<file path="config.mk">
export PLATFORM = sky130hd
export DESIGN_NAME = undirected_graph_triangle_lister_top
export DESIGN_NICKNAME = d
export VERILOG_FILES = /design/src/hdl/tril_pkg.sv /design/src/hdl/undirected_graph_triangle_lister_top.sv /design/src/hdl/tril_row_mem.sv /design/src/hdl/tril_row_unit.sv /design/src/hdl/tril_ctrl.sv
export SDC_FILE = /design/constraint.sdc
export NUM_CORES = 2
export LEC_CHECK = 0
export BUFFER_PORTS_ARGS = -buffer_cell sky130_fd_sc_hd__buf_2
export CAP_MARGIN = 5
export CORE_ASPECT_RATIO = 1.25
export CORE_MARGIN = 2
export CORE_UTILIZATION = 40
export CTS_BUF_LIST = sky130_fd_sc_hd__clkbuf_4
export DETAILED_ROUTE_END_ITERATION = 10
export PLACE_DENSITY_LB_ADDON = 0.3
export SLEW_MARGIN = 10
export SYNTH_ARGS = -nofsm -noshare
export SYNTH_HDL_FRONTEND = slang
export SYNTH_SLANG_ARGS = --single-unit
</file>
<file path="constraint.sdc">
create_clock -name clk -period 8.95 [get_ports clk]
set_input_delay 0.895 -clock clk [delete_from_list [all_inputs] [get_ports clk]]
set_output_delay 0.895 -clock clk [all_outputs]
set_load 0.02 [all_outputs]
</file>
<file path="src/hdl/tril_pkg.sv">
// ----------------------------------------------------------------------------
// tril_pkg
// shared types and codes for the triangle lister
// ----------------------------------------------------------------------------
package tril_pkg;

    // input actions
    localparam logic [1:0] ACT_ADD   = 2'd0;
    localparam logic [1:0] ACT_DEL   = 2'd1;
    localparam logic [1:0] ACT_QUERY = 2'd2;
    localparam logic [1:0] ACT_LIST  = 2'd3;

    // row unit operations
    localparam logic [1:0] UNIT_SET = 2'd0;
    localparam logic [1:0] UNIT_CLR = 2'd1;
    localparam logic [1:0] UNIT_TRI = 2'd2;

    // listing result limit and counter width
    localparam int unsigned MAX_RESULTS = 30;
    localparam int unsigned CNT_W       = 5;

    // result item as passed from the sequencer to the output register
    typedef struct packed {
        logic        status;
        logic        edge_present;
        logic [4:0]  second_vertex;
        logic [31:0] third_mask;
        logic        last;
    } res_t;

endpackage

</file>
<file path="src/hdl/undirected_graph_triangle_lister_top.sv">
// ----------------------------------------------------------------------------
// undirected_graph_triangle_lister_top
// adjacency-matrix graph with edge add, delete, query and triangle listing
// ----------------------------------------------------------------------------
// The graph lives in a VERTICES x VERTICES bit memory (one row per vertex,
// symmetric, empty after reset) with one write and one read port. The block
// takes one item at a time and holds in_stall high until the item's last
// result has left the sequencer. An edge add or delete reads and writes row a,
// then row b; a query reads row a and tests bit b. A triangle listing from
// start vertex s reads row s and then one row per cycle for every vertex
// above s, up to the result limit, unless the output side stalls it. The
// single read port of the row memory makes these reads one after another.
// Listing results come in increasing order of second vertex, each carrying
// the mask of third vertices; one result is held back in the sequencer so
// that the final one can carry last. A listing with no triangle gives one
// empty result, and an out-of-range vertex gives one result with status set
// and leaves the graph alone.
// ----------------------------------------------------------------------------
module undirected_graph_triangle_lister_top #(
    parameter int VERTICES = 32
) (
    input  logic        clk,
    input  logic        rst_n,
    // input item channel
    input  logic        in_valid,
    output logic        in_stall,
    input  logic [1:0]  action,
    input  logic [7:0]  vertex_a,
    input  logic [7:0]  vertex_b,
    // result item channel
    output logic        out_valid,
    input  logic        out_stall,
    output logic        status,
    output logic        edge_present,
    output logic [4:0]  second_vertex,
    output logic [31:0] third_mask,
    output logic        last
);

    localparam int VW = $clog2(VERTICES);

    // sequencer to output register
    logic            res_valid;
    logic            res_ready;
    tril_pkg::res_t  res;

    // row memory ports
    logic                wr_en;
    logic [VW-1:0]       wr_addr;
    logic [VERTICES-1:0] wr_data;
    logic                rd_en;
    logic [VW-1:0]       rd_addr;
    logic [VERTICES-1:0] rd_row;

    // output register
    logic            out_valid_reg;
    tril_pkg::res_t  out_reg;

    tril_row_mem #(
        .ROWS  (VERTICES),
        .ROW_W (VERTICES)
    ) u_mem (
        .clk     (clk),
        .rst_n   (rst_n),
        .wr_en   (wr_en),
        .wr_addr (wr_addr),
        .wr_data (wr_data),
        .rd_en   (rd_en),
        .rd_addr (rd_addr),
        .rd_data (rd_row)
    );

    tril_ctrl #(
        .VERTICES (VERTICES)
    ) u_ctrl (
        .clk       (clk),
        .rst_n     (rst_n),
        .in_valid  (in_valid),
        .in_stall  (in_stall),
        .action    (action),
        .vertex_a  (vertex_a),
        .vertex_b  (vertex_b),
        .res_valid (res_valid),
        .res_ready (res_ready),
        .res       (res),
        .wr_en     (wr_en),
        .wr_addr   (wr_addr),
        .wr_data   (wr_data),
        .rd_en     (rd_en),
        .rd_addr   (rd_addr),
        .rd_row    (rd_row)
    );

    // the output register takes a new item when empty or being drained
    assign res_ready = !out_valid_reg || !out_stall;

    always_ff @(posedge clk or negedge rst_n)
    begin
        if (!rst_n)
        begin
            out_valid_reg <= 1'b0;
        end
        else if (res_ready)
        begin
            out_valid_reg <= res_valid;
        end
    end

    always_ff @(posedge clk)
    begin
        if (res_ready && res_valid)
        begin
            out_reg <= res;
        end
    end

    assign out_valid     = out_valid_reg;
    assign status        = out_reg.status;
    assign edge_present  = out_reg.edge_present;
    assign second_vertex = out_reg.second_vertex;
    assign third_mask    = out_reg.third_mask;
    assign last          = out_reg.last;

endmodule

</file>
<file path="src/hdl/tril_row_mem.sv">
// ----------------------------------------------------------------------------
// tril_row_mem
// adjacency row memory, one write and one registered read port,
// per-row valid bits so unwritten rows read as zero after reset
// ----------------------------------------------------------------------------
module tril_row_mem #(
    parameter int ROWS  = 32,
    parameter int ROW_W = 32
) (
    input  logic                     clk,
    input  logic                     rst_n,
    input  logic                     wr_en,
    input  logic [$clog2(ROWS)-1:0]  wr_addr,
    input  logic [ROW_W-1:0]         wr_data,
    input  logic                     rd_en,
    input  logic [$clog2(ROWS)-1:0]  rd_addr,
    output logic [ROW_W-1:0]         rd_data
);

    logic [ROW_W-1:0] mem [ROWS];
    logic [ROWS-1:0]  valid_reg;
    logic [ROW_W-1:0] rd_data_reg;
    logic             rd_valid_reg;

    always_ff @(posedge clk)
    begin
        if (wr_en)
        begin
            mem[wr_addr] <= wr_data;
        end
        if (rd_en)
        begin
            rd_data_reg <= mem[rd_addr];
        end
    end

    always_ff @(posedge clk or negedge rst_n)
    begin
        if (!rst_n)
        begin
            valid_reg    <= '0;
            rd_valid_reg <= 1'b0;
        end
        else
        begin
            if (wr_en)
            begin
                valid_reg[wr_addr] <= 1'b1;
            end
            if (rd_en)
            begin
                rd_valid_reg <= valid_reg[rd_addr];
            end
        end
    end

    assign rd_data = rd_valid_reg ? rd_data_reg : '0;

endmodule

</file>
<file path="src/hdl/tril_row_unit.sv">
// ----------------------------------------------------------------------------
// tril_row_unit
// shared row unit: set or clear one bit, or form the triangle mask
// ----------------------------------------------------------------------------
module tril_row_unit #(
    parameter int ROW_W = 32
) (
    input  logic [1:0]                mode,
    input  logic [ROW_W-1:0]          row,
    input  logic [ROW_W-1:0]          base,
    input  logic [$clog2(ROW_W)-1:0]  idx,
    output logic [ROW_W-1:0]          row_out,
    output logic                      bit_out
);

    logic [ROW_W-1:0] onehot;
    logic [ROW_W-1:0] above;

    assign onehot  = ROW_W'(1) << idx;
    assign above   = ({ROW_W{1'b1}} << idx) << 1;
    assign bit_out = row[idx];

    always_comb
    begin
        unique case (mode)
            tril_pkg::UNIT_SET: row_out = row | onehot;
            tril_pkg::UNIT_CLR: row_out = row & ~onehot;
            tril_pkg::UNIT_TRI: row_out = row & base & above;
            default:            row_out = row;
        endcase
    end

endmodule

</file>
<file path="src/hdl/tril_ctrl.sv">
// ----------------------------------------------------------------------------
// tril_ctrl
// sequencer: runs edge updates, queries and the row-by-row triangle scan
// ----------------------------------------------------------------------------
module tril_ctrl #(
    parameter int VERTICES = 32
) (
    input  logic                         clk,
    input  logic                         rst_n,
    input  logic                         in_valid,
    output logic                         in_stall,
    input  logic [1:0]                   action,
    input  logic [7:0]                   vertex_a,
    input  logic [7:0]                   vertex_b,
    output logic                         res_valid,
    input  logic                         res_ready,
    output tril_pkg::res_t               res,
    output logic                         wr_en,
    output logic [$clog2(VERTICES)-1:0]  wr_addr,
    output logic [VERTICES-1:0]          wr_data,
    output logic                         rd_en,
    output logic [$clog2(VERTICES)-1:0]  rd_addr,
    input  logic [VERTICES-1:0]          rd_row
);

    localparam int VW = $clog2(VERTICES);
    localparam int MW = (VERTICES > 32) ? 32 : VERTICES;
    localparam logic [VW:0]   V_END   = (VW+1)'(VERTICES);
    localparam logic [7:0]    V_LIMIT = 8'(VERTICES);
    localparam logic [tril_pkg::CNT_W-1:0] N_LAST = tril_pkg::CNT_W'(tril_pkg::MAX_RESULTS - 1);

    localparam logic [2:0] ST_IDLE = 3'd0;
    localparam logic [2:0] ST_WR_A = 3'd1;
    localparam logic [2:0] ST_WR_B = 3'd2;
    localparam logic [2:0] ST_QRY  = 3'd3;
    localparam logic [2:0] ST_BASE = 3'd4;
    localparam logic [2:0] ST_EVAL = 3'd5;
    localparam logic [2:0] ST_DONE = 3'd6;

    logic [2:0]                   state_reg, state_next;
    logic [1:0]                   act_reg, act_next;
    logic [VW-1:0]                a_reg, a_next;
    logic [VW-1:0]                b_reg, b_next;
    logic [VW-1:0]                s_reg, s_next;
    logic                         oor_reg, oor_next;
    logic                         pres_reg, pres_next;
    logic [VERTICES-1:0]          base_reg, base_next;
    logic                         pend_valid_reg, pend_valid_next;
    logic [VW-1:0]                pend_second_reg, pend_second_next;
    logic [VERTICES-1:0]          pend_mask_reg, pend_mask_next;
    logic [tril_pkg::CNT_W-1:0]   n_reg, n_next;

    logic [1:0]                   unit_mode;
    logic [VW-1:0]                unit_idx;
    logic [VERTICES-1:0]          unit_row;
    logic                         unit_bit;

    logic                         accept;
    logic                         oor;
    logic [VW:0]                  a_inc;
    logic [VW:0]                  s_inc;
    logic                         hit;
    logic                         go;

    tril_row_unit #(
        .ROW_W (VERTICES)
    ) u_unit (
        .mode    (unit_mode),
        .row     (rd_row),
        .base    (base_reg),
        .idx     (unit_idx),
        .row_out (unit_row),
        .bit_out (unit_bit)
    );

    assign in_stall = (state_reg != ST_IDLE);
    assign accept   = in_valid && !in_stall;
    assign oor      = (vertex_a >= V_LIMIT) ||
                      ((action != tril_pkg::ACT_LIST) && (vertex_b >= V_LIMIT));
    assign a_inc    = {1'b0, a_reg} + 1'b1;
    assign s_inc    = {1'b0, s_reg} + 1'b1;
    assign hit      = base_reg[s_reg] && (|unit_row);
    assign wr_data  = unit_row;

    always_comb
    begin
        state_next       = state_reg;
        act_next         = act_reg;
        a_next           = a_reg;
        b_next           = b_reg;
        s_next           = s_reg;
        oor_next         = oor_reg;
        pres_next        = pres_reg;
        base_next        = base_reg;
        pend_valid_next  = pend_valid_reg;
        pend_second_next = pend_second_reg;
        pend_mask_next   = pend_mask_reg;
        n_next           = n_reg;
        unit_mode        = tril_pkg::UNIT_TRI;
        unit_idx         = s_reg;
        rd_en            = 1'b0;
        rd_addr          = s_reg;
        wr_en            = 1'b0;
        wr_addr          = a_reg;
        go               = 1'b0;
        res_valid        = 1'b0;
        res              = '0;

        unique case (state_reg)
            ST_IDLE:
            begin
                if (accept)
                begin
                    act_next        = action;
                    a_next          = VW'(vertex_a);
                    b_next          = VW'(vertex_b);
                    oor_next        = oor;
                    pres_next       = 1'b0;
                    pend_valid_next = 1'b0;
                    n_next          = '0;
                    if (oor)
                    begin
                        state_next = ST_DONE;
                    end
                    else
                    begin
                        rd_en   = 1'b1;
                        rd_addr = VW'(vertex_a);
                        unique case (action)
                            tril_pkg::ACT_ADD:   state_next = ST_WR_A;
                            tril_pkg::ACT_DEL:   state_next = ST_WR_A;
                            tril_pkg::ACT_QUERY: state_next = ST_QRY;
                            tril_pkg::ACT_LIST:  state_next = ST_BASE;
                        endcase
                    end
                end
            end
            ST_WR_A:
            begin
                // row a updated; row b read now (old data is fine for a self loop)
                unit_mode  = (act_reg == tril_pkg::ACT_DEL) ? tril_pkg::UNIT_CLR
                                                            : tril_pkg::UNIT_SET;
                unit_idx   = b_reg;
                wr_en      = 1'b1;
                wr_addr    = a_reg;
                rd_en      = 1'b1;
                rd_addr    = b_reg;
                state_next = ST_WR_B;
            end
            ST_WR_B:
            begin
                unit_mode  = (act_reg == tril_pkg::ACT_DEL) ? tril_pkg::UNIT_CLR
                                                            : tril_pkg::UNIT_SET;
                unit_idx   = a_reg;
                wr_en      = 1'b1;
                wr_addr    = b_reg;
                state_next = ST_DONE;
            end
            ST_QRY:
            begin
                unit_idx   = b_reg;
                pres_next  = unit_bit;
                state_next = ST_DONE;
            end
            ST_BASE:
            begin
                base_next = rd_row;
                if (a_inc == V_END)
                begin
                    state_next = ST_DONE;
                end
                else
                begin
                    s_next     = a_inc[VW-1:0];
                    rd_en      = 1'b1;
                    rd_addr    = a_inc[VW-1:0];
                    state_next = ST_EVAL;
                end
            end
            ST_EVAL:
            begin
                // a new hit pushes out the held one, which is then known not last
                go = 1'b1;
                if (hit && pend_valid_reg)
                begin
                    res_valid         = 1'b1;
                    res.second_vertex = 5'(pend_second_reg);
                    res.third_mask    = 32'(pend_mask_reg[MW-1:0]);
                    go                = res_ready;
                end
                if (go)
                begin
                    if (hit)
                    begin
                        pend_valid_next  = 1'b1;
                        pend_second_next = s_reg;
                        pend_mask_next   = unit_row;
                        n_next           = n_reg + 1'b1;
                    end
                    if ((s_inc == V_END) || (hit && (n_reg == N_LAST)))
                    begin
                        state_next = ST_DONE;
                    end
                    else
                    begin
                        s_next  = s_inc[VW-1:0];
                        rd_en   = 1'b1;
                        rd_addr = s_inc[VW-1:0];
                    end
                end
            end
            ST_DONE:
            begin
                res_valid        = 1'b1;
                res.status       = oor_reg;
                res.edge_present = pres_reg;
                res.last         = 1'b1;
                if (pend_valid_reg)
                begin
                    res.second_vertex = 5'(pend_second_reg);
                    res.third_mask    = 32'(pend_mask_reg[MW-1:0]);
                end
                if (res_ready)
                begin
                    pend_valid_next = 1'b0;
                    state_next      = ST_IDLE;
                end
            end
            default:
            begin
                state_next = ST_IDLE;
            end
        endcase
    end

    always_ff @(posedge clk or negedge rst_n)
    begin
        if (!rst_n)
        begin
            state_reg      <= ST_IDLE;
            pend_valid_reg <= 1'b0;
            n_reg          <= '0;
        end
        else
        begin
            state_reg      <= state_next;
            pend_valid_reg <= pend_valid_next;
            n_reg          <= n_next;
        end
    end

    always_ff @(posedge clk)
    begin
        act_reg         <= act_next;
        a_reg           <= a_next;
        b_reg           <= b_next;
        s_reg           <= s_next;
        oor_reg         <= oor_next;
        pres_reg        <= pres_next;
        base_reg        <= base_next;
        pend_second_reg <= pend_second_next;
        pend_mask_reg   <= pend_mask_next;
    end

    // out-of-range results are single and final
    a_oor_last: assert property (@(posedge clk) disable iff (!rst_n)
        (res_valid && res.status) |-> res.last)
        else $error("out-of-range result without last");

    // an accepted item holds off the next one
    a_accept_stall: assert property (@(posedge clk) disable iff (!rst_n)
        accept |=> in_stall)
        else $error("no stall after accept");

    // the result count never passes the limit
    a_count_limit: assert property (@(posedge clk) disable iff (!rst_n)
        n_reg <= tril_pkg::CNT_W'(tril_pkg::MAX_RESULTS))
        else $error("listing result count overflow");

    // nothing is held over between items
    a_idle_clean: assert property (@(posedge clk) disable iff (!rst_n)
        (state_reg == ST_IDLE) |-> !pend_valid_reg)
        else $error("pending result left in idle");

endmodule

</file>
==> results.py <==
metrics = {
    "floorplan": {
        "die_h_um": 404,
        "initial_core_util_pct": 40.3,
        "io-pin-count": 64,
        "dieWidth_um": 324,
        "rows": 146,
        "dieArea_mm2": 0.131,
        "core-area_mm2": 0.127,
    },
    "global_routing": {
        "grt_pass1_vias": 33600,
        "grt_pass1_wl_um": 229000,
        "antenna_found_initial": 6,
        "overflow": 0,
        "grt_max_degree": 113,
        "grt_use_total_pct": 24.3,
    },
    "cells_and_area": {
        "areaGrowthSynthToFinish_pct": 12.9,
        "largest_reg_flops": 1024,
        "fin_nets": 3946,
        "regMostFlops": "u_mem.mem",
        "final_area_mm2": 0.0578,
        "fillers": 11300,
        "drive_above_1_share_pct": 18.9,
    },
    "yosys": {
        "ys_top_cells_by_area": "edfxtp_1 (70%), nand2_1 (5.3%), a311oi_1 (3.9%), a211oi_1 (2.6%), nand3_1 (2.3%)",
        "dominantRegCellSynth": "edfxtp_1",
        "postSynthAreaPerCell_um2": 13.8,
        "synth-edff-count": 1184,
        "syn_nets": 3721,
        "ys_seq_area_share_pct": 71.6,
        "synth_seq_cells": 1227,
        "synth_top_area_share_pct": 69.5,
        "syn_inst": 3695,
        "yosysUniqueCellTypes": 87,
        "netlist_area_mm2": 0.0512,
        "synth-async-reset-ratio_pct": 3.50,
        "synth_area_leader_cell": "edfxtp_1",
        "ys_warn_count": 0,
    },
    "routing": {
        "wire_per_inst_um": 27.6,
        "drt_iter0_drc": 3984,
        "viasPerCell": 5.95,
        "first_pass_iters": 6,
        "drtAntennaViolNets": 0,
        "num_vias": 34600,
        "drc_errors": 0,
        "wirelength_um": 160000,
    },
    "placed_design": {
        "place.gp.congestion": 1.05,
        "portBuffers": 63,
        "place.detailed.hpwl_um": 83500,
        "post_dp_cell_area_mm2": 0.0541,
        "dp_slack_ns": 1.64,
    },
    "clock_tree": {
        "cts_sinks": 1227,
        "htree_levels": 5,
        "clock_latency_ns": 1.21,
        "cts_tree": "done",
        "cts.reportedPaths.clkPinSlew_ns": 0.07,
        "cts_root_buffer": "clkbuf_4",
        "postCtsSetupBuffers": 0,
        "cts_buffers": 305,
        "cts_buffer_depth": 4,
    },
    "worst_setup_path": {
        "worstReg2RegEnd": "u_mem.rd_data_reg[9]",
        "cp-end-kind": "flop",
        "reg2reg_slack_ns": 1.36,
        "reg2reg_depth": 17,
        "startpoint": "u_ctrl.state_reg[1]",
        "crit_arrival_ns": 8.49,
        "regToRegStartpoint": "u_ctrl.state_reg[1]",
        "crit_end": "u_mem.rd_data_reg[9]",
        "cp_max_fo": 34,
        "critPathKind": "reg2reg",
        "critPathRequiredTime_ns": 9.85,
        "start_kind": "flop",
    },
    "flow_run": {
        "drv_cap": 0,
    },
    "timing": {
        "fin_tns_setup_ns": 0,
        "skew_ns": 0.0854,
        "setup_viol": 0,
        "max_freq_ghz": 0.132,
        "timing.final.crit_share_pct": 84.8,
        "rsz0062_at_grt": "no",
        "layout_min_cycle_time_ns": 7.59,
        "max-slew-margin-rel_pct": 12.1,
        "worst_slack_ns": 1.36,
        "whs_ns": 0.162,
        "worstMarginPinSlew_ns": 1.32,
        "slew_viol_final": 0,
        "finalHoldViolCount": 0,
    },
    "power_and_ir_drop": {
        "powerDensity_mw_per_mm2": 410,
        "ir_drop_mv": 0.482,
        "leakagePower_nw": 19.8,
        "report.power.total_w": 0.0237,
    },
    "outcome": {
        "status": "finished clean",
    },
    "worst_hold_path": {
        "hold_class": "in2reg",
        "min_path_cells": 4,
    },
}
repair_timing:
item | CTS | global route
endpoints found under the setup margin | 0 | 0
gates resized for setup | 0 | 0
hold endpoints to repair | 57 | 0
hold buffers | 14 | 0
layout make-up:
| cell class | count | area (µm²) | share of cell area [%] |
|---|---|---|---|
| repair buffers | 207 | 1680 | 2.91 |
| inverters | 28 | 105 | 0.182 |
| clock buffers | 431 | 3240 | 5.60 |
| well taps | 1702 | 2130 | 3.69 |
| clock inverters | 58 | 253 | 0.438 |
| multi-input cells | 2151 | 13700 | 23.7 |
| flip-flops and latches | 1227 | 36600 | 63.4 |
| diodes | 5 | 12.5 | 0.0217 |
layer usage:
| metal | vias up | wire [µm] | GRT usage (%) |
|---|---|---|---|
| li1 | 15000 | - | - |
| met1 | 17300 | 61800 | 30.9 |
| met2 | 1822 | 76900 | 39.3 |
| met3 | 384 | 13000 | 4.51 |
| met4 | 2 | 8420 | 12.9 |
| met5 | - | 17 | 0 |
cells in the final DEF, fill, tap and decap left out, drive strengths merged, types with 10 or more instances in the layout:
cell | synthesis | layout
edfxtp | 1184 | 1184
nand2 | 727 | 727
clkbuf | 153 | 431
nand3 | 233 | 233
a311oi | 230 | 230
buf | 136 | 193
a211oi | 179 | 179
and4 | 132 | 132
mux2i | 110 | 110
nor2 | 76 | 76
and2 | 64 | 64
clkinv | 2 | 57
o21ai | 55 | 55
a21oi | 47 | 47
dfrtp | 43 | 43
nor4 | 41 | 41
or2 | 35 | 35
nor3 | 33 | 33
inv | 26 | 28
o211ai | 14 | 14
dlygate4sd3 | 0 | 14
nand4 | 13 | 13
a31oi | 11 | 11
mux4 | 10 | 10
o31ai | 10 | 10
power breakdown:
part | leakage (nW) | internal (W) | total (W) | switching (W)
clock | 2.11 | 0.00222 | 0.00437 | 0.00214
combinational | 6.15 | 0.00334 | 0.0113 | 0.00796
sequential | 11.5 | 0.00767 | 0.00803 | 0.000352
total | 19.8 | 0.0132 | 0.0237 | 0.0104
critical path, stage by stage, from the launching register on:
cell,delay (ns)
dfrtp_1,1.00
o21bai_4,0.30
a211o_1,0.70
nor3_2,0.55
nor3_1,0.12
a211o_1,0.30
buf_4,0.27
nor4_1,0.63
nand4_1,0.39
o31ai_4,0.58
and3_1,0.28
a31oi_1,0.15
o22ai_1,0.52
nand2_2,0.53
buf_4,0.37
buf_4,0.24
a311oi_1,0.30
nor4_1,0.09
stage by stage:
step	std cells	utilization, %
2_1_floorplan	3695	-
3_5_place_dp	5301	42.7
5_1_grt	5808	45.6
3_3_place_gp	5301	42.7
6_report	5809	45.6
4_1_cts	5804	45.5
synthesized netlist by cell type, types with 4 or more instances:
cell       instances
a41oi_1            4
inv_1             26
nand2b_1           6
or2_2             34
a211oi_2           5
a311oi_1         229
nor3_1            29
nor3b_1            6
a21oi_1           46
clkbuf_1         153
a211oi_1         174
buf_4             18
and4_1           132
nor2_1            74
o31ai_1            9
nand2_1          727
nand3_1          232
nand3b_1           4
o21ai_1            6
mux2i_1          110
xnor2_1            5
dfrtp_1           43
a2111oi_0          8
buf_2             99
o221ai_1           6
nand4_1           13
nor4_1            41
o211ai_1          14
or4_1              4
a221oi_1           5
o21ai_0           49
a211o_1            7
edfxtp_1        1184
ha_1               4
and2_1            64
o22ai_1            5
or3_1              7
mux4_2            10
a31oi_1           11
and3_1             8
buf_1             16
worst min path at each step:
stage	from	endpoint	slack (ns)
global placement	u_mem.valid_reg[0]	u_mem.valid_reg[0]	0.45
CTS	vertex_a[5]	u_ctrl.oor_reg	0.02
finish	vertex_a[5]	u_ctrl.oor_reg	0.16
detailed placement	u_mem.valid_reg[4]	u_mem.valid_reg[4]	0.45
global route	in_valid	u_ctrl.pres_reg	0.07
floorplan	u_ctrl.s_reg[2]	u_ctrl.pend_second_reg[2]	0.42
kinds of logic (layout without fill, tap and decap cells):
group	Yosys count	in the layout	synth area share (%)
mux	123	123	2.67
xor+xnor	6	6	0.103
compound gates	614	614	9.31
other cells	0	5	0
fa+ha+maj	4	4	0.0978
flops	1227	1227	71.6
buf+inv	317	724	2.74
simple gates	1404	1404	13.5
No activity file was read; power rests on OpenSTA's default activity.
